## src/rtl/vrp_pkg.sv

```systemverilog
// ----------------------------------------------------------------------------
// vrp_pkg
// Shared types, register indexes, projection codes and fixed-point helpers
// for the vertex rotate and project core.
// ----------------------------------------------------------------------------
package vrp_pkg;

  localparam int FRAC_BITS_DEF   = 14;
  localparam int QUEUE_DEPTH_DEF = 4;

  localparam int CFG_IDX_W = 3;
  localparam int CFG_DATA_W = 64;

  localparam logic [CFG_IDX_W-1:0] REG_TILT_Y  = 3'd0;
  localparam logic [CFG_IDX_W-1:0] REG_TILT_X  = 3'd1;
  localparam logic [CFG_IDX_W-1:0] REG_SPIN_Z  = 3'd2;
  localparam logic [CFG_IDX_W-1:0] REG_ZOOM    = 3'd3;
  localparam logic [CFG_IDX_W-1:0] REG_HEIGHT  = 3'd4;
  localparam logic [CFG_IDX_W-1:0] REG_PROJ    = 3'd5;
  localparam logic [CFG_IDX_W-1:0] REG_CENTER  = 3'd6;
  localparam logic [CFG_IDX_W-1:0] REG_SHIFT   = 3'd7;

  localparam logic [1:0] MODE_NONE  = 2'd0;
  localparam logic [1:0] MODE_ISO30 = 2'd1;
  localparam logic [1:0] MODE_ISO26 = 2'd2;

  // isometric constants in Q30
  localparam longint ISO30_C_Q30 = 64'sd929887577;
  localparam longint ISO30_S_Q30 = 64'sd536871121;
  localparam longint ISO26_C_Q30 = 64'sd960342411;
  localparam longint ISO26_S_Q30 = 64'sd480274881;

  localparam logic [31:0] TRIG_RESET = 32'h4000_0000;

  typedef struct packed {
    logic signed [15:0] c;
    logic signed [15:0] s;
  } trig_t;

  typedef struct packed {
    logic signed [31:0] x;
    logic signed [31:0] y;
    logic signed [31:0] z;
  } vertex_t;

  function automatic logic signed [31:0] sat32(input logic signed [63:0] v);
    logic signed [31:0] r;
    if (v > 64'sd2147483647) begin
      r = 32'sh7FFF_FFFF;
    end else if (v < -64'sd2147483648) begin
      r = 32'sh8000_0000;
    end else begin
      r = v[31:0];
    end
    return r;
  endfunction

  // divide by 2^frac truncating toward zero, then saturate
  function automatic logic signed [31:0] fx_trunc(input logic signed [63:0] v,
                                                  input int frac);
    logic signed [63:0] bias;
    logic signed [63:0] t;
    bias = (64'sd1 <<< frac) - 64'sd1;
    t = v + (v[63] ? bias : 64'sd0);
    return sat32(t >>> frac);
  endfunction

  // Q30 constant rounded half up to frac fraction bits
  function automatic longint iso_frac(input longint k, input int frac);
    return (k + (64'sd1 <<< (29 - frac))) >>> (30 - frac);
  endfunction

endpackage

```

## src/rtl/vrp_project.sv

```systemverilog
// ----------------------------------------------------------------------------
// vrp_project
// Optional isometric projection, screen offsets and the output register.
// ----------------------------------------------------------------------------
module vrp_project #(
  parameter int FRAC_BITS = vrp_pkg::FRAC_BITS_DEF
) (
  input  logic                clk,
  input  logic                rst,
  input  logic                en,
  input  logic                in_valid,
  input  logic signed [31:0]  in_x,
  input  logic signed [31:0]  in_y,
  input  logic signed [31:0]  in_z,
  input  logic [1:0]          mode,
  input  logic [63:0]         shift,
  output logic                out_valid,
  output logic signed [31:0]  screen_x,
  output logic signed [31:0]  screen_y,
  output logic signed [31:0]  depth_out
);

  localparam int IC_W = FRAC_BITS + 2;
  localparam int PW   = 33 + IC_W;

  localparam logic signed [IC_W-1:0] ISO30_C =
    IC_W'(vrp_pkg::iso_frac(vrp_pkg::ISO30_C_Q30, FRAC_BITS));
  localparam logic signed [IC_W-1:0] ISO30_S =
    IC_W'(vrp_pkg::iso_frac(vrp_pkg::ISO30_S_Q30, FRAC_BITS));
  localparam logic signed [IC_W-1:0] ISO26_C =
    IC_W'(vrp_pkg::iso_frac(vrp_pkg::ISO26_C_Q30, FRAC_BITS));
  localparam logic signed [IC_W-1:0] ISO26_S =
    IC_W'(vrp_pkg::iso_frac(vrp_pkg::ISO26_S_Q30, FRAC_BITS));

  logic                   iso;
  logic signed [IC_W-1:0] ic;
  logic signed [IC_W-1:0] is_k;

  logic [4:0]             v;
  logic signed [32:0]     d1;
  logic signed [32:0]     s1;
  logic signed [PW-1:0]   pd2;
  logic signed [PW-1:0]   ps2;
  logic signed [31:0]     fd3;
  logic signed [31:0]     fs3;
  logic signed [31:0]     x1, x2, x3, x4;
  logic signed [31:0]     y1, y2, y3, y4;
  logic signed [31:0]     z1, z2, z3, z4;
  logic signed [31:0]     sx;
  logic signed [31:0]     sy;
  logic signed [31:0]     sz;

  assign iso  = (mode == vrp_pkg::MODE_ISO30) || (mode == vrp_pkg::MODE_ISO26);
  assign ic   = (mode == vrp_pkg::MODE_ISO30) ? ISO30_C : ISO26_C;
  assign is_k = (mode == vrp_pkg::MODE_ISO30) ? ISO30_S : ISO26_S;

  assign out_valid = v[4];
  assign screen_x  = sx;
  assign screen_y  = sy;
  assign depth_out = sz;

  always_ff @(posedge clk) begin
    if (rst) begin
      v <= '0;
    end else if (en) begin
      v <= {v[3:0], in_valid};
    end
  end

  always_ff @(posedge clk) begin
    if (en) begin
      d1  <= 33'(in_x) - 33'(in_y);
      s1  <= 33'(in_x) + 33'(in_y);
      x1  <= in_x;
      y1  <= in_y;
      z1  <= in_z;

      pd2 <= PW'(d1) * PW'(ic);
      ps2 <= PW'(s1) * PW'(is_k);
      x2  <= x1;
      y2  <= y1;
      z2  <= z1;

      fd3 <= vrp_pkg::fx_trunc(64'(pd2), FRAC_BITS);
      fs3 <= vrp_pkg::fx_trunc(64'(ps2), FRAC_BITS);
      x3  <= x2;
      y3  <= y2;
      z3  <= z2;

      if (iso) begin
        x4 <= fd3;
        y4 <= vrp_pkg::sat32(64'(fs3) - 64'(z3));
      end else begin
        x4 <= x3;
        y4 <= y3;
      end
      z4 <= z3;

      sx <= vrp_pkg::sat32(64'(x4) + 64'($signed(shift[63:32])));
      sy <= vrp_pkg::sat32(64'(y4) + 64'($signed(shift[31:0])));
      sz <= z4;
    end
  end

endmodule

```

## config.mk

```make
export PLATFORM = sky130hd
export DESIGN_NAME = vrp_project
export DESIGN_NICKNAME = d
export VERILOG_FILES = /design/src/rtl/vrp_pkg.sv /design/src/rtl/vrp_project.sv
export SDC_FILE = /design/constraint.sdc
export NUM_CORES = 2
export LEC_CHECK = 0
export BUFFER_PORTS_ARGS = -buffer_cell sky130_fd_sc_hd__clkbuf_2
export CORE_UTILIZATION = 68
export DETAILED_ROUTE_END_ITERATION = 10
export HOLD_SLACK_MARGIN = 0.03
export PLACE_DENSITY = 0.91
export RECOVER_POWER = 100
export SLEW_MARGIN = 20
export SYNTH_ARGS = -nofsm -noshare
export SYNTH_HDL_FRONTEND = slang
export SYNTH_SLANG_ARGS = --single-unit
```

## constraint.sdc

```tcl
create_clock -name clk -period 18.8 [get_ports clk]
set_input_delay 0.94 -clock clk [delete_from_list [all_inputs] [get_ports clk]]
set_output_delay 0.94 -clock clk [all_outputs]
set_load 0.01 [all_outputs]
```

### Yosys cells after proc, flatten, opt, wreduce, memory -nomap -nowiden

Cells that the tools add are included.

* memories: 0
* input port bits: 166
* word-level logic and storage cells: 56
* bits in writable memories: 0
* ROM bits: 0
* bits in latches: 0
* flip-flop bits (word level): 711
* output and inout bits: 97

* magnitude comparators: 10
* multiply operators: 2
* div/mod/pow operators: 0
* bitwise logic cells: 0
* reductions and logical operators: 1
* eq/ne operators: 2
* multiplexer cells: 12
* shift operators: 0
* add/sub/neg operators: 7

Operator list (number)
* 32-bit 2-to-1 mux: 8
* 32-bit by 32-bit adder with 33-bit output: 3
* 33-bit by 32-bit greater-than comparator with 1-bit output, second input constant: 3
* 33-bit by 32-bit less-than comparator with 1-bit output, second input constant: 3
* 48-bit by 15-bit adder with 49-bit output: 2
* 33-bit by 15-bit multiplier with 48-bit output: 2
* 35-bit by 32-bit greater-than comparator with 1-bit output, second input constant: 2
* 35-bit by 32-bit less-than comparator with 1-bit output, second input constant: 2
* 32-bit by 32-bit subtractor with 33-bit output: 2
* 14-bit 2-to-1 mux: 3
* 12-bit 2-to-1 mux: 1
* 2-bit by 1-bit == test with 1-bit output, second input constant: 1
* 2-bit == test, second input constant: 1
* 1-bit logical OR: 1

### Depth between registers and ports, before layout

* depth in word-level cells: 5
* depth in mapped cells: 30
* depth with buffers taken out: 27

### Worst setup path after synthesis

No wires, ideal clock.

* kind: input-to-reg
* start: input mode[1]
* end: register pd2[45], data pin
* library setup time: 258 ps
* required time: 18542 ps
* slack: 10894 ps
* path buffers: 4
* stages on the path: 26
* data arrival time: 7648 ps
* cell sequence: inv_1 ha_1 clkbuf_1 clkbuf_1 buf_1 buf_1 nor2_1 fa_1 inv_1 fa_1 inv_1 fa_1 fa_1 fa_1 inv_1 fa_1 inv_1 ha_1 a21oi_1 o21ai_1 a22o_1 o41a_4 a2111oi_4 o21ai_2 a211oi_2 xnor2_1

* word-level cells in the longest chain between the ends: 3

Ends and longest elaborated chain
* from (decl): RTL line vrp_project.sv:15 `input logic [1:0] mode,`
* 2-bit by 1-bit == test with 1-bit output: RTL line vrp_project.sv:54 `assign ic = (mode == vrp_pkg::MODE_ISO30) ? ISO30_C : ISO26_C;`
* 12-bit 2-to-1 mux: RTL line vrp_project.sv:54
* 33-bit by 15-bit multiplier with 48-bit output: RTL line vrp_project.sv:78 `pd2 <= PW'(d1) * PW'(ic);`
* to (signal assigned): RTL line vrp_project.sv:78
* to (decl): RTL line vrp_project.sv:42 `logic signed [PW-1:0] pd2;`

No other way between the ends.
A chain may end at the register's enable or synchronous reset.

### Final worst setup path

* start: input mode[1]
* end: register pd2[43], data pin

Same word-level chain as after synthesis.

==> impl_metrics.yaml <==
cells_and_area:
  fillers: 5120
  syn_to_final_growth_pct: 7.765
  layout_commonest_cell: "inv_1"
  drive_gt1_frac: 0.05483
  top_regs: "pd2: 48 flops, ps2: 43 flops, d1: 33 flops"
  largest_reg_flops: 48
  fin_nets: 6094
  mostFrequentLayoutCells: "inv_1 (719), edfxtp_1 (700), ha_1 (529)"
  multiInputGateArea_um2: 29330
  seq_area_um2: 21120
  regMostFlops: "pd2"
floorplanning:
  die-area_um2: 80370
  rows: 102
  die-height_um: 283.5
  die-width_um: 283.5
  fp.coreArea_um2: 77980
  initial_core_util: 0.6910
  io_pins: 263
yosys:
  yosysWarnings: 0
  synth-edff-count: 700
  syn_area_um2: 53880
  ys_seq_area_frac: 0.3920
  ys_ff_latch: 705
  synth-async-reset-ratio: 0
  ys_types: 92
  avgSynthCellArea_um2: 11.43
  synth_top_area_frac: 0.3901
  synth_ff_type: "edfxtp_1"
  yosys.area.top_type: "edfxtp_1"
  syn_nets: 5869
  synth_area_leaders: "edfxtp_1 (39%), fa_1 (17%), ha_1 (12%)"
  syn_inst: 4713
global_route:
  grt_pass1_wl_um: 200800
  grt_usage: 0.3219
  antenna_found_initial: 6
  grt_overflow_total: 0
  grt_pass1_vias: 37330
  grt_max_degree: 181
detailed_routing:
  wl_per_cell_um: 21.14
  dr.pass1.iters: 6
  drt-initial-drc-count: 3685
  vias_per_cell: 6.073
  vias: 36668
  ant_nets: 0
  drc: 0
  wirelength_um: 127700
timing:
  min_period_ps: 12420
  rsz0062_at_grt: "no"
  max_freq_mhz: 80.50
  hold_violations: 0
  final.setup_skew_ps: 42.46
  worstMarginPinSlew_ps: 7394
  setup_violations: 0
  slew_headroom: -3.929
  final.setup.tns_ps: 0
  maxSlewViolCount: 528
  fin_crit_sh: 0.6608
critical_path:
  worstPathMaxFanout: 73
  worstPathRequired_ps: 19180
  cp-start-kind: "input pin"
  arrival_ps: 12810
  crit_type: "input pin to flip-flop"
  r2r_slack_ps: 10350
  cp-end-kind: "flip-flop"
  reg2regPathDepth: 25
clock_network:
  cts_post_setup_buffers_inserted: 0
  cts_tree: "done"
  h-tree-depth: 3
  clk_pin_slew_ps: 60
  clock-root-buffer: "clkbuf_16"
  cts_resized: 0
  postCtsHoldBufs: 0
  numClockSinks: 705
  cts_made_buffers: 75
  clock_latency_ps: 660
  clock_path_buffers: 3
status:
  failed_checks: "max-capacitance violations, max-slew violations"
  status: "finished with violations"
placed_design:
  dp_hpwl_um: 100100
  io_buffers: 262
  gp_congestion: 0.9763
min_path:
  worst_hold_path_type: "flip-flop to flip-flop"
  whs_path_depth: 0
flow_run:
  maxCapViolations: 10
-- worst max-delay path: stages --
cell and delay [ps]:
clkbuf_2 80, inv_1 70, ha_1 150, clkbuf_1 2330, clkbuf_1 1870, nand2_1 340
inv_1 200, fa_1 460, fa_1 440, fa_1 500, inv_1 50, fa_1 470
inv_1 50, fa_1 520, inv_1 50, fa_1 530, inv_1 50, ha_1 370
o21a_1 160, o211ai_1 100, or3_1 440, a2111oi_0 1350, o31ai_1 190, a211oi_1 490
nor3_1 160, o21ai_0 250, xnor2_1 80
-- cells by family after synthesis --
group           synth area share
mux                      0.01198
flops                     0.3920
compound gates            0.1106
fa+ha+maj                 0.2952
simple gates             0.07654
buf+inv                  0.06068
xor+xnor                 0.05297
-- synth_stat cells, types with 90 or more instances --
master      n
inv_1     719
o21ai_0   220
xnor2_1   194
edfxtp_1  700
ha_1      529
nor2_1    224
nand2_1   228
xor2_1    130
a21oi_1   263
fa_1      461
clkbuf_1   90
a21o_1    101
-- worst paths after layout --
kind / start / end
max reg2reg: d1[6] / pd2[43]
min reg2reg: z1[21] / z2[21]
max: mode[1] / pd2[43]
min: z1[21] / z2[21]
-- through the flow --
stage	instance area (µm²)	hold WS (ps)	std cells	util	worst slack [ps]
floorplan	53880	400.3	4713	-	10890
global placement	56110	400.4	5901	0.7195	9885
detailed placement	56110	404.5	5901	0.7195	9781
CTS	58520	407.9	6037	0.7504	10470
global route	58060	407.1	6037	0.7446	5830
finish	58070	402.2	6038	0.7447	6377
-- routing by layer --
metal  GRT usage  vias to the layer above  part of all wire
li1            -                    16702                 -
met1      0.4411                    17944              0.40
met2      0.5136                     1696              0.46
met3     0.06359                      314             0.093
met4      0.1177                       12             0.038
met5           0                        -           0.00054
-- layout make-up --
class                   count  share of cell area
multi-input cells        3157              0.5050
flip-flops and latches    705              0.3637
inverters                 719             0.04648
clock buffers              90             0.03329
well taps                1040             0.02241
repair buffers            280             0.02084
clock inverters            46            0.008188
diodes                      1          0.00004310
Power is left out: the tool's default activity adds up to more than one toggle a clock period on the data nets, which glitch-free logic cannot reach.
