File: config.mk
export PLATFORM = sky130hd
export DESIGN_NAME = vrp_front
export DESIGN_NICKNAME = d
export VERILOG_FILES = /design/src/rtl/vrp_pkg.sv /design/src/rtl/vrp_front.sv
export SDC_FILE = /design/constraint.sdc
export NUM_CORES = 1
export LEC_CHECK = 0
export ABC_AREA = 1
export BUFFER_PORTS_ARGS = -buffer_cell sky130_fd_sc_hd__buf_4
export CAP_MARGIN = 20
export CORE_UTILIZATION = 63
export CTS_CLUSTER_SIZE = 28
export DETAILED_ROUTE_END_ITERATION = 16
export GPL_TIMING_DRIVEN = 0
export PLACE_DENSITY = 0.84
export SYNTH_ARGS = -nofsm -noshare
export SYNTH_HDL_FRONTEND = slang
export SYNTH_SLANG_ARGS = --single-unit
File: constraint.sdc
create_clock -name clk -period 7.4 [get_ports clk]
set_input_delay 0.37 -clock clk [delete_from_list [all_inputs] [get_ports clk]]
set_output_delay 0.37 -clock clk [all_outputs]
set_load 0.05 [all_outputs]
File: src/rtl/vrp_pkg.sv
// ----------------------------------------------------------------------------
// vrp_pkg
// Shared types, register indexes, projection codes and fixed-point helpers
// for the vertex rotate and project core.
// ----------------------------------------------------------------------------
package vrp_pkg;

  localparam int FRAC_BITS_DEF   = 14;
  localparam int QUEUE_DEPTH_DEF = 4;

  localparam int CFG_IDX_W = 3;
  localparam int CFG_DATA_W = 64;

  localparam logic [CFG_IDX_W-1:0] REG_TILT_Y  = 3'd0;
  localparam logic [CFG_IDX_W-1:0] REG_TILT_X  = 3'd1;
  localparam logic [CFG_IDX_W-1:0] REG_SPIN_Z  = 3'd2;
  localparam logic [CFG_IDX_W-1:0] REG_ZOOM    = 3'd3;
  localparam logic [CFG_IDX_W-1:0] REG_HEIGHT  = 3'd4;
  localparam logic [CFG_IDX_W-1:0] REG_PROJ    = 3'd5;
  localparam logic [CFG_IDX_W-1:0] REG_CENTER  = 3'd6;
  localparam logic [CFG_IDX_W-1:0] REG_SHIFT   = 3'd7;

  localparam logic [1:0] MODE_NONE  = 2'd0;
  localparam logic [1:0] MODE_ISO30 = 2'd1;
  localparam logic [1:0] MODE_ISO26 = 2'd2;

  // isometric constants in Q30
  localparam longint ISO30_C_Q30 = 64'sd929887577;
  localparam longint ISO30_S_Q30 = 64'sd536871121;
  localparam longint ISO26_C_Q30 = 64'sd960342411;
  localparam longint ISO26_S_Q30 = 64'sd480274881;

  localparam logic [31:0] TRIG_RESET = 32'h4000_0000;

  typedef struct packed {
    logic signed [15:0] c;
    logic signed [15:0] s;
  } trig_t;

  typedef struct packed {
    logic signed [31:0] x;
    logic signed [31:0] y;
    logic signed [31:0] z;
  } vertex_t;

  function automatic logic signed [31:0] sat32(input logic signed [63:0] v);
    logic signed [31:0] r;
    if (v > 64'sd2147483647) begin
      r = 32'sh7FFF_FFFF;
    end else if (v < -64'sd2147483648) begin
      r = 32'sh8000_0000;
    end else begin
      r = v[31:0];
    end
    return r;
  endfunction

  // divide by 2^frac truncating toward zero, then saturate
  function automatic logic signed [31:0] fx_trunc(input logic signed [63:0] v,
                                                  input int frac);
    logic signed [63:0] bias;
    logic signed [63:0] t;
    bias = (64'sd1 <<< frac) - 64'sd1;
    t = v + (v[63] ? bias : 64'sd0);
    return sat32(t >>> frac);
  endfunction

  // Q30 constant rounded half up to frac fraction bits
  function automatic longint iso_frac(input longint k, input int frac);
    return (k + (64'sd1 <<< (29 - frac))) >>> (30 - frac);
  endfunction

endpackage

File: src/rtl/vrp_front.sv
// ----------------------------------------------------------------------------
// vrp_front
// Input side: accepts vertices, scales x/y by zoom and z by height, then
// centers x/y. Two stages, feeding the queue.
// ----------------------------------------------------------------------------
module vrp_front (
  input  logic                  clk,
  input  logic                  rst,
  input  logic                  in_valid,
  output logic                  in_ready,
  input  logic [11:0]           grid_x,
  input  logic [11:0]           grid_y,
  input  logic signed [15:0]    height_z,
  input  logic [10:0]           zoom,
  input  logic signed [11:0]    hscale,
  input  logic [63:0]           center,
  input  logic                  push_ready,
  output logic                  push,
  output vrp_pkg::vertex_t      push_data
);

  logic                 f1v;
  logic                 f2v;
  logic                 f_en;
  logic [22:0]          mx;
  logic [22:0]          my;
  logic signed [27:0]   mz;
  logic signed [31:0]   x2;
  logic signed [31:0]   y2;
  logic signed [31:0]   z2;

  assign f_en     = !f2v || push_ready;
  assign in_ready = f_en;
  assign push     = f2v && push_ready;
  assign push_data = '{x: x2, y: y2, z: z2};

  always_ff @(posedge clk) begin
    if (rst) begin
      f1v <= 1'b0;
      f2v <= 1'b0;
    end else if (f_en) begin
      f1v <= in_valid;
      f2v <= f1v;
    end
  end

  always_ff @(posedge clk) begin
    if (f_en) begin
      mx <= 23'(grid_x) * 23'(zoom);
      my <= 23'(grid_y) * 23'(zoom);
      mz <= 28'(height_z) * 28'(hscale);
      x2 <= vrp_pkg::sat32($signed({41'd0, mx}) - 64'($signed(center[63:32])));
      y2 <= vrp_pkg::sat32($signed({41'd0, my}) - 64'($signed(center[31:0])));
      z2 <= 32'(mz);
    end
  end

endmodule

=== Word level (Yosys, flattened, before mapping) ===
Index checks and enable logic that the tools add are counted.

* Output and inout bits: 98
* Register bits: 168
* Logic and storage cells: 22
* Input bits: 131

* $lt $le $gt $ge: 4
* Add/subtract/negate cells: 2
* Reduce and logical (&&, ||, !) cells: 3
* Mux-type cells: 2
* Multiply operators: 3

{| class="wikitable"
|+ Operators by type and width
! cell !! count
|-
| 33-bit by 32-bit > comparator with 1-bit output (second input constant) || 2
|-
| 33-bit by 32-bit less-than comparator with 1-bit output (second input constant) || 2
|-
| 24-bit by 32-bit subtractor with 33-bit output || 2
|-
| 32-bit 2-to-1 mux || 2
|-
| 12-bit by 11-bit multiplier with 23-bit output || 2
|-
| 16-bit by 12-bit multiplier with 28-bit output || 1
|-
| 1-bit logical AND || 1
|-
| 1-bit zero test || 1
|-
| 1-bit logical OR || 1
|}

=== Longest topological paths before layout ===
* Depth after elaboration: 3
* Mapped depth: 25
* Depth with buffers taken out: 23

=== Worst setup path after synthesis ===
Ideal clock, no wire load.

* Path type: input-to-reg
* From: in hscale[3]
* To: reg mz[27] (data pin)
* Data arrival time: 5.110 ns
* Setup time: 0.263 ns
* Required time: 7.137 ns
* Slack: 2.027 ns
* Cell stages on the path: 22
* Buffers on the path: 2
* Cell sequence: clkbuf_1 > clkbuf_1 > nand2_1 > fa_1 > fa_1 > fa_1 > inv_1 > fa_1 > inv_1 > fa_1 > inv_1 > ha_1 > a21o_1 > nand2_1 > nand3_1 > a21boi_0 > o21ai_0 > nand2_1 > nand2_1 > nand3_1 > nand3_1 > xor2_1

* Word-level cells in the longest chain between the ends: 1

{| class="wikitable"
|+ Ends and longest elaborated chain
! element !! RTL line !! source
|-
| start, declared || vrp_front.sv:15 || <nowiki>input logic signed [11:0] hscale,</nowiki>
|-
| 16-bit by 12-bit multiplier with 28-bit output || vrp_front.sv:51 || <nowiki>mz <= 28'(height_z) * 28'(hscale);</nowiki>
|-
| end signal, assigned || vrp_front.sv:51 ||
|-
| end, declared || vrp_front.sv:27 || <nowiki>logic signed [27:0] mz;</nowiki>
|}

Every way passes these cells.
A chain may end at the register's enable or synchronous reset.

=== Worst setup path in the final report ===
* From: in hscale[3]
* To: reg mz[26] (data pin)

The elaborated chain is that of the path after synthesis.

==> flow_summary_export.csv <==
group,metric,value,unit
status,status,"completed",
clock_tree,cts_setup_buffers,0,
synthesis,ys_seq_elements,168,
floorplan,core_area,39700,µm²
timing,maxSlewViolCount,0,
synthesis,ys_warn_count,0,
setup_path,r2r_slack,4280,ps
routing,vias_per_cell,5.24,
clock_tree,cts-resized-gates,0,
synthesis,syn_area,25400,µm²
clock_tree,cts_buffers,17,
grt,grt_pass1_wl,102000,µm
grt,antenna_found_initial,0,
setup_path,endpoint_kind,"flop",
synthesis,synthFlopType,"edfxtp_1",
pwr,total_power,0.0123,W
timing,setup_viol,0,
floorplan,row_count,73,
grt,grt_max_degree,112,
setup_path,worst-setup-path-type,"in -> reg",
synthesis,synth.most_common_cell,"inv_1",
clock_tree,ctsHtreeMaxLevel,4,
pwr,clock_power_share,0.077,
synthesis,ys_types,49,
synthesis,syn_inst,3174,
placed_design,place_congestion,0.951,
synthesis,synthesis.nets,3890,
setup_path,cp_slowest_cell,"fa_1",
synthesis,avgSynthCellArea,7.99,µm²
grt,grt_use_total,0.315,
timing,fmax,0.164,GHz
floorplan,pin_count,229,
routing,firstDrtPassIters,5,
setup_path,worstPathArrival,6290,ps
synthesis,yosys-top-cells-count,"inv_1, nand2_1, fa_1, ha_1, edfxtp_1",
floorplan,start_util,0.638,
placed_design,place_inst,3917,
timing,finalHoldViolCount,0,
worst_hold_path,whs_endpoint,"f2v$_SDFFE_PP0P_",
cells_and_area,fin_cells,3950,
timing,slew_headroom,0.466,
routing,ant_nets,0,
worst_hold_path,hold_class,"in -> reg",
grt,grt_pass1_vias,21100,
setup_path,rr_endpoint,"x2[5]$_SDFFCE_PN1P_",
grt,grt_overflow_total,0,
clock_tree,clkLatencyLatePin,470,ps
setup_path,crit_path_frequent_cell,"fa_1",
routing,vias,20700,
setup_path,path_max_fanout,10,
setup_path,startpoint_type,"input pin",
placed_design,port_buffers,217,
floorplan,die-area,41100,µm²
worst_hold_path,hp-start,"rst",
routing,wl_per_cell,15.6,µm
synthesis,synth_top_cell_area_share,0.283,
clock_tree,clkTransAtPathRegs,70,ps
clock_tree,cts.sinks,168,
timing,tightest_slew,801,ps
cells_and_area,fill_cells,3170,
setup_path,path_cells,"clkbuf_1, clkbuf_1, nand2_1, fa_1, fa_1, fa_1, inv_1, fa_1, inv_1, fa_1, inv_1, ha_1, nand2_1, o21ai_0, a21oi_1, nor2_1, nor2_1, o21ai_0, a21oi_1, o21ai_0, xor2_1",
timing,min_period,6080,ps
clock_tree,cts-root-buf,"clkbuf_16",
pwr,powerDensity,436,nW/µm²
timing,rsz0062_at_grt,"false",
pwr,pwr-share-comb,0.757,
cells_and_area,nNetsFinal,4127,
pwr,power.internal,0.00588,W
cells_and_area,syn_to_final_growth,11.6,%
clock_tree,cts_tree,"done",
synthesis,synth_top_area_cell,"fa_1",
synthesis,synth_edf_count,166,
floorplan,die_w,203,µm
synthesis,synthArstFlopShare,0,
synthesis,synth_area_leaders,"fa_1, edfxtp_1, inv_1",
floorplan,chipHeight,203,µm
clock_tree,cts.path.max_buffers,2,
timing,finClkSkew,13.6,ps
cells_and_area,ff_latch_area,5020,µm²
routing,drt-initial-drc-count,1423,
worst_hold_path,hold_depth,2,
placed_design,dpl.hpwl,52100,µm
timing,fin_crit_sh,0.822,
cells_and_area,drive_above_1_share,0.0862,
clock_tree,cts_hold_buf,0,
setup_path,reg2reg_depth,19,
setup_path,r2r_start,"mx[0]$_DFFE_PP_",
pwr,netSwitchingPower,0.00647,W
setup_path,slowest_delay,590,ps
routing,routed_wirelength,61700,µm
synthesis,ys_seq_area_frac,0.198,
pwr,p_leak,16.0,nW
cells_and_area,multi_input_area,16600,µm²
pwr,ir_worst_vdd,736,µV
routing,drc_errors,0,
pwr,pwr-share-seq,0.166,
job,max_cap_violations,0,
pwr,p_sw_frac,0.524,
setup_path,required,7600,ps
timing,fin_setup_tns,0,ps
==> cell type report <==
cell class	count	area share
Clock buffer	17	0.0150
Buffer	96	0.0145
Multi-Input combinational cell	2034	0.588
Inverter	876	0.116
Antenna cell	1	0.0000884
Timing Repair Buffer	218	0.0585
Sequential cell	168	0.178
Clock inverter	15	0.00672
Tap cell	525	0.0232
==> kinds of logic (layout without fill, tap and decap cells) <==
group / Yosys count / after routing / synth area share
other: 0 / 1 / 0
XOR/XNOR: 103 / 103 / 0.0356
AO/OA/AOI/OAI: 209 / 209 / 0.0459
flip-flops: 168 / 168 / 0.198
AND/OR/NAND/NOR: 1137 / 1137 / 0.180
buffers and inverters: 972 / 1222 / 0.146
adder cells (fa/ha/maj): 585 / 585 / 0.395
==> routing by layer <==
| metal | vias to the layer above | global-route usage | wire (µm) |
|---|---|---|---|
| met5 | - | 0 | 0 |
| met4 | 0 | 0.127 | 2150 |
| met3 | 147 | 0.0506 | 5030 |
| met2 | 855 | 0.502 | 28200 |
| met1 | 9854 | 0.432 | 26400 |
| li1 | 9861 | - | - |
==> registers in the layout, summed over array words and instances, names as in the netlist <==
register and cells:
f2v 1, mx 23, y2 32, my 23, mz 28, f1v 1, x2 32, z2 28
==> worst max-delay path by stage <==
stage               slack (ps)               end      start  depth (start not counted)
floorplan                 2030  mz[27]$_DFFE_PP_  hscale[3]                         22
global placement          1120  mz[27]$_DFFE_PP_  hscale[6]                         23
detailed placement        1050  mz[27]$_DFFE_PP_  hscale[6]                         23
CTS                       1500  mz[27]$_DFFE_PP_  hscale[6]                         23
global route              1020  mz[26]$_DFFE_PP_  hscale[3]                         21
finish                    1320  mz[26]$_DFFE_PP_  hscale[3]                         21
==> worst max-delay path: cells and delay by family <==
family	cells	cell delay (ps)
adder cells (fa/ha/maj)	6	2880
buffers and inverters	5	1100
XOR/XNOR	1	180
AO/OA/AOI/OAI	5	1150
AND/OR/NAND/NOR	4	610
==> metrics by stage <==
step | hold slack [ps] | instance area, µm² | worst slack (ps) | util
CTS | 56.4 | 28300 | 1500 | 0.712
detailed placement | 405 | 27700 | 1050 | 0.697
finish | 70.8 | 28300 | 1320 | 0.712
global placement | 401 | 27600 | 1120 | 0.696
floorplan | 400 | 25400 | 2030 | -
global route | 66.5 | 28300 | 1020 | 0.712
==> layout by cell type (no fill, tap or decap), types with 3 or more instances in the layout <==
| cell | n |
|---|---|
| inv_1 | 872 |
| nand2_1 | 850 |
| fa_1 | 358 |
| ha_1 | 227 |
| buf_4 | 224 |
| edfxtp_1 | 166 |
| nor2_1 | 140 |
| a21oi_1 | 102 |
| clkbuf_1 | 84 |
| nand3_1 | 74 |
| xor2_1 | 65 |
| o21ai_0 | 57 |
| xnor2_1 | 38 |
| nor3_1 | 17 |
| clkbuf_16 | 17 |
| nand4_1 | 14 |
| nand2_2 | 11 |
| a31oi_1 | 8 |
| nand3b_1 | 8 |
| a21o_1 | 7 |
| or2_2 | 6 |
| a21boi_0 | 6 |
| o21bai_1 | 6 |
| o21a_1 | 5 |
| a211oi_1 | 5 |
| inv_6 | 4 |
| o21ai_2 | 3 |
| nor4_1 | 3 |
| inv_2 | 3 |
| buf_6 | 3 |
| bufinv_16 | 3 |
| clkinvlp_4 | 3 |
| inv_8 | 3 |
==> power by group through the flow <==
| stage | registers [W] | logic [W] | clock network [W] |
|---|---|---|---|
| floorplan | 0.00276 | 0.00624 | 0 |
| global placement | 0.00206 | 0.00887 | 0 |
| detailed placement | 0.00207 | 0.00918 | 0 |
| CTS | 0.00205 | 0.00928 | 0.000967 |
| global route | 0.00208 | 0.0105 | 0.000994 |
| finish | 0.00205 | 0.00935 | 0.000955 |
Note: power is estimated with default switching activity, not from simulation.
