**config.mk**
```make
export PLATFORM = sky130hd
export DESIGN_NAME = vrp_fifo
export DESIGN_NICKNAME = d
export VERILOG_FILES = /design/src/rtl/vrp_pkg.sv /design/src/rtl/vrp_fifo.sv
export SDC_FILE = /design/constraint.sdc
export NUM_CORES = 1
export LEC_CHECK = 0
export ABC_AREA = 1
export BUFFER_PORTS_ARGS = -buffer_cell sky130_fd_sc_hd__buf_2
export CORE_UTILIZATION = 50
export CTS_CLUSTER_SIZE = 30
export DETAILED_ROUTE_END_ITERATION = 12
export PLACE_DENSITY = 0.76
export SYNTH_ARGS = -nofsm -noshare
export SYNTH_HDL_FRONTEND = slang
export SYNTH_SLANG_ARGS = --single-unit
```
**constraint.sdc**
```tcl
create_clock -name clk -period 2.6 [get_ports clk]
set_input_delay 0.39 -clock clk [delete_from_list [all_inputs] [get_ports clk]]
set_output_delay 0.39 -clock clk [all_outputs]
set_load 0.05 [all_outputs]
```
**src/rtl/vrp_pkg.sv**
```systemverilog
// ----------------------------------------------------------------------------
// vrp_pkg
// Shared types, register indexes, projection codes and fixed-point helpers
// for the vertex rotate and project core.
// ----------------------------------------------------------------------------
package vrp_pkg;

  localparam int FRAC_BITS_DEF   = 14;
  localparam int QUEUE_DEPTH_DEF = 4;

  localparam int CFG_IDX_W = 3;
  localparam int CFG_DATA_W = 64;

  localparam logic [CFG_IDX_W-1:0] REG_TILT_Y  = 3'd0;
  localparam logic [CFG_IDX_W-1:0] REG_TILT_X  = 3'd1;
  localparam logic [CFG_IDX_W-1:0] REG_SPIN_Z  = 3'd2;
  localparam logic [CFG_IDX_W-1:0] REG_ZOOM    = 3'd3;
  localparam logic [CFG_IDX_W-1:0] REG_HEIGHT  = 3'd4;
  localparam logic [CFG_IDX_W-1:0] REG_PROJ    = 3'd5;
  localparam logic [CFG_IDX_W-1:0] REG_CENTER  = 3'd6;
  localparam logic [CFG_IDX_W-1:0] REG_SHIFT   = 3'd7;

  localparam logic [1:0] MODE_NONE  = 2'd0;
  localparam logic [1:0] MODE_ISO30 = 2'd1;
  localparam logic [1:0] MODE_ISO26 = 2'd2;

  // isometric constants in Q30
  localparam longint ISO30_C_Q30 = 64'sd929887577;
  localparam longint ISO30_S_Q30 = 64'sd536871121;
  localparam longint ISO26_C_Q30 = 64'sd960342411;
  localparam longint ISO26_S_Q30 = 64'sd480274881;

  localparam logic [31:0] TRIG_RESET = 32'h4000_0000;

  typedef struct packed {
    logic signed [15:0] c;
    logic signed [15:0] s;
  } trig_t;

  typedef struct packed {
    logic signed [31:0] x;
    logic signed [31:0] y;
    logic signed [31:0] z;
  } vertex_t;

  function automatic logic signed [31:0] sat32(input logic signed [63:0] v);
    logic signed [31:0] r;
    if (v > 64'sd2147483647) begin
      r = 32'sh7FFF_FFFF;
    end else if (v < -64'sd2147483648) begin
      r = 32'sh8000_0000;
    end else begin
      r = v[31:0];
    end
    return r;
  endfunction

  // divide by 2^frac truncating toward zero, then saturate
  function automatic logic signed [31:0] fx_trunc(input logic signed [63:0] v,
                                                  input int frac);
    logic signed [63:0] bias;
    logic signed [63:0] t;
    bias = (64'sd1 <<< frac) - 64'sd1;
    t = v + (v[63] ? bias : 64'sd0);
    return sat32(t >>> frac);
  endfunction

  // Q30 constant rounded half up to frac fraction bits
  function automatic longint iso_frac(input longint k, input int frac);
    return (k + (64'sd1 <<< (29 - frac))) >>> (30 - frac);
  endfunction

endpackage

```
**src/rtl/vrp_fifo.sv**
```systemverilog
// ----------------------------------------------------------------------------
// vrp_fifo
// Short queue of scaled vertices between the front and the rotate pipeline.
// ----------------------------------------------------------------------------
module vrp_fifo #(
  parameter int DEPTH = vrp_pkg::QUEUE_DEPTH_DEF
) (
  input  logic              clk,
  input  logic              rst,
  input  logic              push,
  input  vrp_pkg::vertex_t  push_data,
  output logic              push_ready,
  input  logic              pop,
  output logic              pop_valid,
  output vrp_pkg::vertex_t  pop_data
);

  localparam int AW = (DEPTH > 1) ? $clog2(DEPTH) : 1;
  localparam int CW = $clog2(DEPTH + 1);

  vrp_pkg::vertex_t  mem [DEPTH];
  logic [AW-1:0]     wr_ptr;
  logic [AW-1:0]     rd_ptr;
  logic [CW-1:0]     count;

  assign push_ready = (count != CW'(DEPTH));
  assign pop_valid  = (count != '0);
  assign pop_data   = mem[rd_ptr];

  always_ff @(posedge clk) begin
    if (rst) begin
      wr_ptr <= '0;
      rd_ptr <= '0;
      count  <= '0;
    end else begin
      if (push) begin
        wr_ptr <= (wr_ptr == AW'(DEPTH - 1)) ? '0 : wr_ptr + 1'b1;
      end
      if (pop) begin
        rd_ptr <= (rd_ptr == AW'(DEPTH - 1)) ? '0 : rd_ptr + 1'b1;
      end
      if (push && !pop) begin
        count <= count + 1'b1;
      end else if (pop && !push) begin
        count <= count - 1'b1;
      end
    end
  end

  always_ff @(posedge clk) begin
    if (push) begin
      mem[wr_ptr] <= push_data;
    end
  end

  a_pop_nonempty: assert property (@(posedge clk) disable iff (rst)
    pop |-> count != '0) else $error("pop from empty queue");

  a_count_max: assert property (@(posedge clk) disable iff (rst)
    count <= CW'(DEPTH)) else $error("queue count overflow");

  a_count_inc: assert property (@(posedge clk) disable iff (rst)
    push && !pop |=> count == $past(count) + 1'b1) else $error("count inc");

  a_count_dec: assert property (@(posedge clk) disable iff (rst)
    pop && !push |=> count == $past(count) - 1'b1) else $error("count dec");

endmodule

```
## Yosys cells after proc, flatten, opt, wreduce, memory -nomap -nowiden

Memories as Yosys holds them, arrays and structs flattened. A register that Yosys moved wholly into a read port is not among the register bits.
Cells that the tools add are included.
Widths: inputs -> output; s select.

| word-level totals | value |
|---|---|
| bits in registers | 7 |
| memories kept | 1 |
| output and inout bits | 98 |
| word-level logic and storage cells | 25 |
| input bits | 100 |
| memory bits (writable) | 384 |

Memory list:

| memory | depth | width | read ports | clocked after memory_dff | write ports | line | RTL |
|---|---|---|---|---|---|---|---|
| mem | 4 | 96 | 1 | 1 | 1 | vrp_fifo.sv:21 | `vrp_pkg::vertex_t mem [DEPTH];` |

| cells by class | value |
|---|---|
| reduce and logical (&&, ||, !) cells | 6 |
| equality and inequality tests | 3 |
| add/subtract/negate cells | 4 |
| muxes and demuxes | 8 |

Operators with widths:

| cell | count |
|---|---|
| $mux 2 | 4 |
| $mux 3 | 2 |
| $add 2x1->2 const B | 2 |
| $eq 2x2->1 const B | 2 |
| $add 3x1->3 const B | 1 |
| $ne 3x3->1 const B | 1 |
| $reduce_bool 3->1 | 1 |
| $sub 3x1->3 const B | 1 |
| $logic_and 1x1->1 | 2 |
| $logic_not 1->1 | 2 |
| $mux 1 | 2 |
| $reduce_bool 2->1 | 1 |

## Logic depth before layout (Yosys ltp)

Gate-level depths: netlist of run 1.

| logic depth | value |
|---|---|
| word-level depth | 4 |
| mapped depth | 10 |
| depth with buffers taken out | 10 |

## Worst setup path after synthesis of run 1

Ideal clock, no wire load.

| timing path | value |
|---|---|
| kind | reg2reg |
| start point | register wr_ptr[0] |
| end point | memory mem[3][0] (netlist name), enable pin |
| slack | -0.295 ns |
| library setup time | 0.450 ns |
| stages on the path, launching flop included | 4 |
| required time | 2.150 ns |
| buffers on the path | 0 |
| data arrival time | 2.446 ns |
| cell sequence | dfxtp_1 ha_1 nand2_1 inv_1 |

RTL lines:

| item | line | RTL |
|---|---|---|
| from (decl) | vrp_fifo.sv:22 | `logic [AW-1:0] wr_ptr;` |
| from (signal assigned) | vrp_fifo.sv:37 | `wr_ptr <= (wr_ptr == AW'(DEPTH - 1)) ? '0 : wr_ptr + 1'b1;` |
| to (decl) | vrp_fifo.sv:21 |  |

Straight into the memory's write port.

==> results of run 1 <==
-- where the power goes --
group	total, W	internal, W	switching (W)	leakage, nW
clock network	0.00537	0.00316	0.00221	0.593
registers	0.00731	0.00724	0.0000663	3.60
logic	0.00206	0.000471	0.00159	1.83
total	0.0147	0.0109	0.00386	6.03
-- stage by stage --
| stage | setup TNS, ns | util [%] |
|---|---|---|
| after floorplan | 0 | - |
| after CTS | 0 | 59.8 |
| after global routing | -0.00827 | 60.0 |
| after detailed placement | 0 | 55.6 |
| after global placement | 0 | 55.6 |
| final | 0 | 60.0 |
-- area by class of cell --
| cell class | count | area [um^2] |
|---|---|---|
| flip-flops and latches | 393 | 11700 |
| fillers | 2174 | 11500 |
| multi-input cells | 515 | 2510 |
| repair buffers | 213 | 1270 |
| clock buffers | 48 | 1050 |
| well taps | 384 | 480 |
| clock inverters | 21 | 171 |
| inverters | 18 | 97.6 |
| diodes | 3 | 7.51 |
-- path summary, 6_finish.rpt --
path             start           end  slack, ns  depth (start not counted)
max           register  pop_data[88]        0.1                          4
min                rst     wr_ptr[0]       0.08                          2
max reg2reg  wr_ptr[0]    mem[3][48]       0.91                          4
min reg2reg  wr_ptr[1]     wr_ptr[1]       0.53                          2
-- state kept, by name, indices dropped and copies added, names as in the netlist, named ones only --
name,count
count,3
wr_ptr,2
mem,384
rd_ptr,2
-- layout by cell type, fill, tap and decap left out, drive strengths merged --
cell        n
nand4       1
edfxtp    384
o22ai      96
clkinv     17
nor2      197
fa          1
inv        13
dfxtp       9
buf       211
bufinv      3
nand3       3
nor3        2
nand2       8
a21oi       5
clkbuf     50
o21ai     196
diode       3
clkinvlp    6
ha          6
-- worst reg2reg max path, stage by stage (launching register included) --
cell and delay, ns:
sky130_fd_sc_hd__dfxtp_1 0.39, sky130_fd_sc_hd__ha_1 0.19, sky130_fd_sc_hd__nand2_1 0.09, sky130_fd_sc_hd__clkinvlp_4 0.09, sky130_fd_sc_hd__buf_12 0.46
-- kinds of logic after synthesis --
| group | after synthesis | share of synthesized area [%] |
|---|---|---|
| buf+inv | 80 | 3.55 |
| fa+ha+maj | 7 | 0.645 |
| flops | 393 | 79.5 |
| simple gates | 211 | 5.43 |
| compound gates | 297 | 10.9 |
-- routing by layer --
metal / vias up / wire length, um
met3: 52 / 2090
li1: 4127 / -
met5: - / 65
met2: 255 / 14700
met1: 4340 / 12900
met4: 10 / 605
-- what timing repair did --
action | 4_1_cts | 5_1_grt
endpoints found under the setup margin | 31 | 18
endpoints found under the hold margin | 0 | 0
setup buffers | 0 | 0
gates resized for setup | 2 | 11
==> impl_summary.md, run 1 <==
Synthesis
Sequential elements use 79.5% of the synthesized area. During synthesis, Yosys emitted a total of 0 warnings. The net count of the mapped netlist is 1095. The post-synthesis register bit count is 393. The cell count after synthesis is 988. The post-synthesis average cell area is 14.9 um^2. The cell type contributing the most total cell area after synthesis is sky130_fd_sc_hd__edfxtp_1. Counting distinct cell types in the post-synthesis netlist gives 21.

The share of synthesized area in the top cell type comes to 78.2%. The most repeated cell in the gate-level netlist after synthesis is sky130_fd_sc_hd__edfxtp_1. After synthesis, the most frequently instantiated cells are sky130_fd_sc_hd__edfxtp_1, sky130_fd_sc_hd__nor2_1, sky130_fd_sc_hd__o21ai_0.

The prevailing post-synth register cell is sky130_fd_sc_hd__edfxtp_1. Sorting the synthesized cells by area gives the leading types as sky130_fd_sc_hd__edfxtp_1, sky130_fd_sc_hd__nor2_1, sky130_fd_sc_hd__o22ai_1. The cell area after synthesis is 0.0147 mm^2. The share of flip-flops with an asynchronous set or reset is 0%. The number of enable-type register cells in the synthesized netlist is 384.

Drt
The count of routing violations after the opening detailed-route iteration is 785. The number of detailed-routing iterations run before antenna repair is 5. The post-route DRC violation count is 0. The detailed-route wire length is ~30 mm. Dividing the detail-routed wire length by the instance count gives about 19 um. The overall via count from detail_route is between 8000 and 9000.

In this run the remaining antenna-violating nets after routing total 0. The average via count per standard cell is 5.51.

Global route
For met3 alone, demand over resource in global routing was roughly 5.2%. Global routing consumed, on the met1 layer, 26.0% of the routing resources. The via count of the first global-routing pass is 8880.

The number of antenna violations at the first check in global routing is 7. The global-route total usage across every layer is 20.1%. The global-route layer with the greatest usage is met2. The first-pass GRT wire length is 47.5 mm.

The leftover overflow at the end of global routing is 0. The met2 layer usage reported by global route is around 34%. The pin count of the biggest net entering global routing is 113.

Setup path
The delay of the slowest critical-path stage is about 0.42 ns. The worst path required time is between 2 and 2.5 ns. The worst setup path is launched from a register. The class of the most critical setup path is register to output pin.

The buffering stage count on the worst path with inverters included is 2. Walking the worst path, the cells encountered are buf_16 > o21ai_0 > o22ai_1 > buf_2. Along the worst path, the maximum fanout reaches roughly 110.

The cell with the biggest individual delay on the critical path is sky130_fd_sc_hd__dfxtp_4. For the worst setup path, the data arrival time is approximately 2.1 ns. The kind of capture point of the worst setup path is an output pin.

Among cell families on the critical path, the largest total delay comes from buffers and inverters.

Finish
Excluding fillers, the count of instances in the completed layout stands at 1595. The layout overhead on the synthesized area is 17.5%. In the final design database the tool counted 1287 nets.

The post-layout instance area is approximately 0.017 mm^2. The post-route netlist has 22.7% of its cells at a drive strength greater than 1.

Clocking
The clock tree synthesis step divided the H-tree into 2 levels. No sink is reached through more buffers than the 3 on the longest clock path. Clock-pin slew was measured on the worst setup and hold paths at 0.06 ns.

The clock latency reported for the late side of the worst-skew pair is 0.51 ns. The number of sinks handled by clock tree synthesis is around 390. Clock tree synthesis selected as its root buffer the cell sky130_fd_sc_hd__clkbuf_16.

In this run, CTS created clock tree buffers numbering 39. The hold buffer count at cts is 0. TritonCTS built the clock tree.

Pwr
The static leakage is 6.03 nW. The power consumption is 0.0147 W. The power density relative to cell area is 852 mW/mm^2.

Across the VDD grid, the largest voltage drop is 0.000670 V.

STA
Setup slack closes at 0.0980 ns. For the pin with the worst max-slew slack, the measured transition is between 0.6 and 0.7 ns. Across the routed clock network, the largest skew measured is 0.0142 ns. The number of failing hold endpoints at the final stage is 0. The max-slew violation total from the final report is 0.

Subtracting the final worst setup slack from the clock period gives 2.50 ns. In this run the tightest slew margin relative to its limit is between 50% and 60%. Setup repair after global routing could not meet its margin everywhere. The final critical-path share of the clock period is a little over nine tenths. Static timing analysis puts the maximum clock frequency at 400 MHz. The setup-violating endpoint count in the final report is 0. The worst slack on hold paths is 0.0777 ns.

Die
The die covers 0.0302 mm^2. The effective utilization at floorplan is 51.1%. The floorplan step set the die width to between 150 and 200 um. The standard cell core area is 0.0289 mm^2. The floorplan die height is around 170 um. The number of standard-cell rows in the floorplan is 62. The top-level port count is 198.

Placement
The port buffer count is 197. At the placement stage, the worst setup path has a slack of 0.400 ns. The cell area after placement is 0.0160 mm^2. The congestion estimate from routability-driven global placement came to 0.767. Including well taps, the total number of placed cells is 1523.

Detailed placement finished with a half-perimeter wire length of approximately 16 mm.

Min path
The class of the worst hold path is input pin to register.

Run
The count of max-cap constraint violations is 0.

Status
The flow ran to the end, and the final reports show no timing, DRC or antenna violations.
Note: power is estimated with default switching activity, not from simulation.
==> run 2: changes to the inputs <==
--- a/config.mk
+++ b/config.mk
@@ -8,6 +8,7 @@
 export ABC_AREA = 1
 export BUFFER_PORTS_ARGS = -buffer_cell sky130_fd_sc_hd__buf_2
 export CORE_UTILIZATION = 50
+export CTS_BUF_LIST = sky130_fd_sc_hd__clkbuf_4
 export CTS_CLUSTER_SIZE = 30
 export DETAILED_ROUTE_END_ITERATION = 12
 export PLACE_DENSITY = 0.76
==> run 2 against run 1 <==
Die area stayed put. Count of clock-buffer cells in the layout rose by 94. Non-clock buffer count increased by 105. Flip-flop and latch count is the same. Largest cell class unchanged. Fmax about the same. Highest routed layer unchanged.
==> impl_summary.md, run 2 (same netlist as run 1, synthesis figures left out) <==
Pwr
The internal power of the cells totals between 0.01 and 0.015 W. The switching component of the power is a little over 0.004 W. The combinational fraction of design power is between 10% and 20%. The clock network is responsible for 33.5% of the overall power. The worst-case IR drop observed on VDD is 0.000531 V. The static leakage is 6.69 nW. The sequential cell fraction of total power is 50.3%. Net switching is between 20% and 30% of the power. The power density relative to cell area is 781 mW/mm^2.

Clocking
Clock-pin slew was measured on the worst setup and hold paths at 0.07 ns. TritonCTS built the clock tree. Counting the buffers created by CTS gives 96.

At the later pin of the worst-skew pair, clock insertion delay measures 0.70 ns. The tree is rooted in a sky130_fd_sc_hd__clkbuf_4. Counting every sink on the clock net gives 393. The count of H-tree levels built during CTS is 3. The number of buffers on the longest clock path is 3.

Setup path
STA classifies the critical path endpoint as an output pin. The number of cells on the worst reg-to-reg path is 4. STA puts the critical path data required time at 2.21 ns. The signal on the critical path passes through buf_12 > clkinv_16 > buf_16 > nor2_1 > o22ai_1 > buf_4. STA classifies the critical path startpoint as a register.

STA puts the critical path data arrival time at 2.11 ns. On the critical path, the stage with the largest delay is an instance of sky130_fd_sc_hd__dfxtp_4. The class of the most critical setup path is register to output pin. The worst register-to-register path begins at wr_ptr[0].

The critical path runs through a total of 6 cells. The delay of the slowest critical-path stage is ~0.35 ns. The critical path's top delay family is buffers and inverters.

The biggest fanout along the worst timing path is 33. The critical path contains buffers and inverters numbering 4 combined.

Finish
The leading cell type in the layout, fill and taps excluded is sky130_fd_sc_hd__edfxtp_1. The layout cell share with drive strength beyond 1 is 27.1%. The finished layout holds 1800 standard cells, fillers aside.

The register with the most flip-flops in the layout has 384 of them. From synthesis to final layout, the design area changed by 26.2%. mem holds more flip-flops than any other register. The top cell types in the final layout, fill and taps aside, are sky130_fd_sc_hd__edfxtp_1, sky130_fd_sc_hd__nor2_1, sky130_fd_sc_hd__buf_2. In the final layout, the registers with the most flip-flops are mem: 384 flops, count: 3 flops. The number of nets in the layout is 1450.

Drt
The routed layout has 9777 vias. The pre-antenna-repair detailed-routing pass consisted of 5 iterations. The count of routing violations after the opening detailed-route iteration is approximately 850.

For this run, design rule violations remaining after detail routing come to 0. Detailed routing placed a total of about 17 mm of wire on met2. The average via count per standard cell is 5.43.

Dividing the detail-routed wire length by the instance count gives ~19 um. In the detailed route, the total length drawn on met3 is 2.99 mm. The detailed-route wire length on metal 1 is 13.4 mm. The highest layer used for signal routing is met5. The detailed-route wire length is 33.9 mm. In this run the remaining antenna-violating nets after routing total 0.

STA
For the pin with the worst max-slew slack, the measured transition is 0.653 ns. The time the worst path needs with I/O delays and setup is 2.50 ns. The final clock skew is 0.0370 ns. The relative max-transition margin is 56.4%. The number of failing hold endpoints at the final stage is 0. In the finished design, the share of the clock period the worst path needs comes to 96.1%. Setup violations remaining at the end of the flow were counted as 0.

The highest attainable clock frequency is 400 MHz. The max-slew violation total from the final report is 0. Once routing completed, OpenROAD measured the worst setup slack at 0.100 ns.

Die
The top-level port count is 198. After floorplanning, the core was divided into 62 placement rows. The initial utilization of the core area, before any placement, comes to 51.1%. The standard cell core area is 0.0289 mm^2. The horizontal extent of the die is 174 um. The die area is 0.0302 mm^2.

The die is 174 um tall.

Placement
The port buffer count is about 200. The HPWL reported at the end of detailed placement is 16.5 mm. The post-placement setup slack is 0.400 ns. The global placer's final weighted congestion is 0.767.

Including well taps, the total number of placed cells is 1523.

Status
The run finished with clean final reports.

Global route
The via count of the first global-routing pass is 10096. Global routing finished with a remaining overflow of 0. The global-route total usage across every layer is 21.7%. The first global-routing pass estimated around 51 mm of wire.

The pin count of the biggest net entering global routing is 97. The number of antenna violations at the first check in global routing is 2.

Run
The tool flagged a number of max-cap violations equal to 0.

Min path
The cell depth of the worst min-delay path is 3. The class of the worst hold path is input pin to register. In this run the most critical hold path is launched from push.
==> run 2: layer usage <==
metal	global-route usage (%)	vias to the layer above
li1	-	4510
met1	26.1	4750
met2	37.1	467
met3	5.70	48
met4	9.03	2
met5	0	-
==> run 2: worst register-to-register path, cell delays in order, from the launching register on <==
cell,delay [ns]
sky130_fd_sc_hd__dfxtp_1,0.39
sky130_fd_sc_hd__ha_1,0.19
sky130_fd_sc_hd__nand2_1,0.09
sky130_fd_sc_hd__clkinvlp_4,0.09
sky130_fd_sc_hd__buf_12,0.47
==> run 2: final timing paths <==
check	slack, ns	endpoint
worst max register to register	0.90	mem[3][49]
worst min-delay path	0.09	wr_ptr[1]
worst max-delay path	0.10	pop_data[15]
worst min register to register	0.52	count[1]
==> run 2: cell type report <==
type / count / area [um^2]
Antenna cell: 2 / 5.00
Clock buffer: 142 / 1070
Clock inverter: 27 / 140
Fill cell: 2039 / 10300
Inverter: 18 / 116
Multi-Input combinational cell: 515 / 2530
Sequential cell: 393 / 11700
Tap cell: 384 / 480
Timing Repair Buffer: 318 / 2540
Timing Repair inverter: 1 / 11.3
==> run 2: through the flow <==
stage | area (um^2) | hold slack, ns | util [%] | setup TNS, ns | total power [W]
2_1_floorplan | 14800 | 0.462 | - | 0 | 0.00893
3_3_place_gp | 16000 | 0.507 | 55.6 | 0 | 0.00946
3_5_place_dp | 16000 | 0.518 | 55.6 | 0 | 0.00950
4_1_cts | 18400 | 0.0299 | 63.6 | -0.480 | 0.0145
5_1_grt | 18600 | 0.0904 | 64.5 | -0.00360 | 0.0152
6_report | 18600 | 0.0867 | 64.5 | 0 | 0.0145
==> run 2: repair_timing <==
item	CTS	global route
endpoints found under the setup margin	89	93
cloned	2	4
gates resized for setup	23	55
hold endpoints to repair	387	0
hold buffers	97	0
setup buffers	0	3
==> run 2: power by group through the flow <==
| stage | clock network [W] | registers, W | logic [W] |
|---|---|---|---|
| after floorplan | 0 | 0.00743 | 0.00149 |
| after global placement | 0 | 0.00743 | 0.00203 |
| after detailed placement | 0 | 0.00744 | 0.00206 |
| after CTS | 0.00498 | 0.00731 | 0.00224 |
| after global routing | 0.00535 | 0.00732 | 0.00248 |
| final | 0.00487 | 0.00731 | 0.00234 |
==> run 3: changes to the inputs <==
--- a/config.mk
+++ b/config.mk
@@ -5,7 +5,6 @@
 export SDC_FILE = /design/constraint.sdc
 export NUM_CORES = 1
 export LEC_CHECK = 0
-export ABC_AREA = 1
 export BUFFER_PORTS_ARGS = -buffer_cell sky130_fd_sc_hd__buf_2
 export CORE_UTILIZATION = 50
 export CTS_BUF_LIST = sky130_fd_sc_hd__clkbuf_4
==> run 3 against run 2 <==
Synthesized cell count down 45%. Clock power down 1%. Power decreased by 1.5%. Core utilization increased by 1.8 points. Register-to-register slack got worse by 0.10 ns. Global-route usage shrank 0.88 points. Fmax fell by 2.4%. Routed wire length shrank 12%. Cell area down 0.47%.
==> impl_summary.md, run 3 <==
Status
The run finished with clean final reports.

Drt
In the final routed layout, each cell accounts on average for 21.6 um. The average via count per standard cell is 5.28. Summing over every cut layer, the via total after detailed routing is approximately 7300. For this block, the initial DRC count from the detailed router was about 560.

After detailed routing, the number of remaining DRC violations is 0. The count of nets left with antenna violations once routing finished came out at 0. The routed design has slightly below 30 mm of wire. For this run, the detailed router's first-pass iteration total came to 6.

Die
The number of standard-cell rows in the floorplan is 61. The standard cell core area is 0.0279 mm^2. The effective utilization at floorplan is 51.1%. The floorplan step defined a die boundary enclosing 0.0292 mm^2. The top-level port count is 198. The die is 171 um tall. The die is 171 um wide.

Finish
After the last flow step, the layout net total stands at 1047. The number of fillers in the final layout is 1853. The number of flip-flops under the largest register name is about 380. The layout overhead on the synthesized area is 29.6%. The top cell types in the final layout, fill and taps aside, are sky130_fd_sc_hd__edfxtp_1, sky130_fd_sc_hd__buf_2, sky130_fd_sc_hd__clkbuf_4. The largest registers in the layout are mem: 384 flops, count: 3 flops. The largest register by flop count is mem. The layout cell share with drive strength beyond 1 is 46.5%. The leading cell type in the layout, fill and taps excluded is sky130_fd_sc_hd__edfxtp_1.

Global route
The first-pass GRT wire length is 44.4 mm. The number of antenna violations at the first check in global routing came to 2. The pin count of the biggest net entering global routing is 97.

Across every metal layer, demand over resource in global routing totals 20.8%. Summed over all layers, the global routing overflow is 0. The via count of the first global-routing pass is 7985.

Synthesis
For this run, the register share of the synthesized area comes to between 80% and 90%. The top cell type's share of synthesized area is 80.7%. The cell type contributing the most total cell area after synthesis is sky130_fd_sc_hd__edfxtp_1.

Synthesis instantiated 19 different standard cells from the library. A synthesized cell averages about 26 um^2. Yosys instantiated no cell more often than sky130_fd_sc_hd__edfxtp_1.

Counting instances in the post-synthesis netlist gives the leading cell types as sky130_fd_sc_hd__edfxtp_1, sky130_fd_sc_hd__mux4_2, sky130_fd_sc_hd__buf_2. Synthesis produced 547 cells. In this run, synthesis inferred 384 flip-flops with an integrated enable.

Yosys attributes the largest share of cell area to sky130_fd_sc_hd__edfxtp_1, sky130_fd_sc_hd__mux4_2, sky130_fd_sc_hd__dfxtp_1. The synthesized netlist occupies a cell area of approximately 0.014 mm^2. Counting every net in the synthesized netlist gives 654. The post-synthesis register bit count is between 300 and 400.

The prevailing post-synth register cell is sky130_fd_sc_hd__edfxtp_1. After synthesis, the share of flip-flops with an asynchronous set or reset is 0%. Yosys printed 0 warnings.

Setup path
The arrival time at the worst endpoint is around 2.2 ns. The biggest fanout along the worst timing path is 7. The worst setup path is launched from a register. The class of the most critical setup path is register to output pin.

The worst path required time is roughly 2.2 ns. The worst setup path is captured at an output pin.

Pwr
The analysis attributes to cell leakage a power of 6.45 nW. The maximum vdd ir drop is 0.000453 V. The power density relative to cell area is 773 mW/mm^2.

STA
Subtracting the final worst setup slack from the clock period gives 2.56 ns. The worst slack on hold paths is just over 0.08 ns. The highest attainable clock frequency is 391 MHz. The number of failing hold endpoints at the final stage came to 0.

For the pin with the worst max-slew slack, the measured transition is 0.619 ns. Setup repair after global routing could not meet its margin everywhere. For the final database, setup skew stands at 0.0472 ns.

The setup-violating endpoint count in the final report is 0. Setup total negative slack on the finished layout was measured at 0 ns. In this run the tightest slew margin relative to its limit is 58.7%. The max-slew violation total from the final report came to 0. Of the available clock period, the critical path in the final layout requires 98.5%.

Clocking
The number of clock buffers added by TritonCTS is 96. The cell sitting at the root of the clock tree is a sky130_fd_sc_hd__clkbuf_4. In this run the number of H-tree levels came out at 3.

The clock latency reported for the late side of the worst-skew pair is 0.69 ns. The number of sinks handled by clock tree synthesis is 393. The clock-pin transition on the worst setup and hold timing paths is 0.06 ns. The clock passes through at most 3 buffers.

The clock tree from TritonCTS is done.

Placement
The port buffer count is 197. The HPWL reported at the end of detailed placement is 15.3 mm. The global placer's final weighted congestion is 0.725.

Run
The count of max-cap constraint violations is 0.

Min path
The path class of the tightest hold or removal check is input pin to register.
## run 3: final cells by class
cell class	instances	area [um^2]	area share (%)
flip-flops and latches	393	11700	63.3
repair buffers	317	2730	14.7
multi-input cells	128	2420	13.1
clock buffers	135	1010	5.47
well taps	378	473	2.55
clock inverters	21	144	0.777
inverters	4	15.0	0.0811
diodes	2	5.00	0.0270
## run 3: repair_timing
item	in CTS	in global routing
hold buffers	97	0
buffers inserted	4	0
hold endpoints to repair	393	0
endpoints found under the setup margin	96	52
gates cloned	6	1
resized for setup	89	18
## run 3: worst max-delay path, cell delays in order, from the launching register on
cell	delay, ns
sky130_fd_sc_hd__dfxtp_4	0.37
sky130_fd_sc_hd__buf_12	0.15
sky130_fd_sc_hd__buf_12	0.13
sky130_fd_sc_hd__buf_16	0.15
sky130_fd_sc_hd__mux4_2	0.53
sky130_fd_sc_hd__buf_6	0.17
## run 3: cell families (layout without fill, tap and decap cells)
kind of cell / count (synthesis) / in the layout / synth area share (%)
flops: 393 / 393 / 82.0
mux: 100 / 100 / 15.4
buf+inv: 26 / 477 / 1.16
simple gates: 16 / 16 / 0.552
fa+ha+maj: 7 / 7 / 0.666
compound gates: 3 / 3 / 0.105
xor+xnor: 2 / 2 / 0.123
other cells: 0 / 2 / 0
## run 3: through the flow
stage          utilization [%]  setup WS [ns]  instance area, um^2  std cells  power (W)
2_1_floorplan                -          0.421                14300        547    0.00878
3_3_place_gp              56.7          0.595                15800       1112    0.00923
3_5_place_dp              56.7          0.581                15800       1112    0.00929
4_1_cts                   66.1        -0.0538                18500       1375     0.0144
5_1_grt                   66.3        -0.0575                18500       1378     0.0149
6_report                  66.3         0.0397                18500       1378     0.0143
## run 3: path summary, 6_finish.rpt
path	cells past startpoint	slack (ns)	to	start
worst max-delay path	5	0.04	pop_data[12]	register
worst min-delay path	3	0.08	rd_ptr[1]	pop
worst max register to register	3	0.80	mem[3][24]	wr_ptr[0]
worst min register to register	2	0.51	count[2]	count[2]
## run 3: power breakdown
group	switching [W]	total [W]	internal (W)	leakage, nW
Combinational	0.00135	0.00216	0.000809	2.16
Sequential	0.0000830	0.00734	0.00726	3.60
Clock	0.00224	0.00481	0.00256	0.687
Total	0.00368	0.0143	0.0106	6.45
## run 3: metal layers
layer | wire length (um) | GRT usage [%] | part of all wire, %
met5 | 0 | 0 | 0
met1 | 11700 | 25.4 | 39
met4 | 684 | 8.42 | 2.3
met2 | 15400 | 35.3 | 52
met3 | 1930 | 5.60 | 6.5
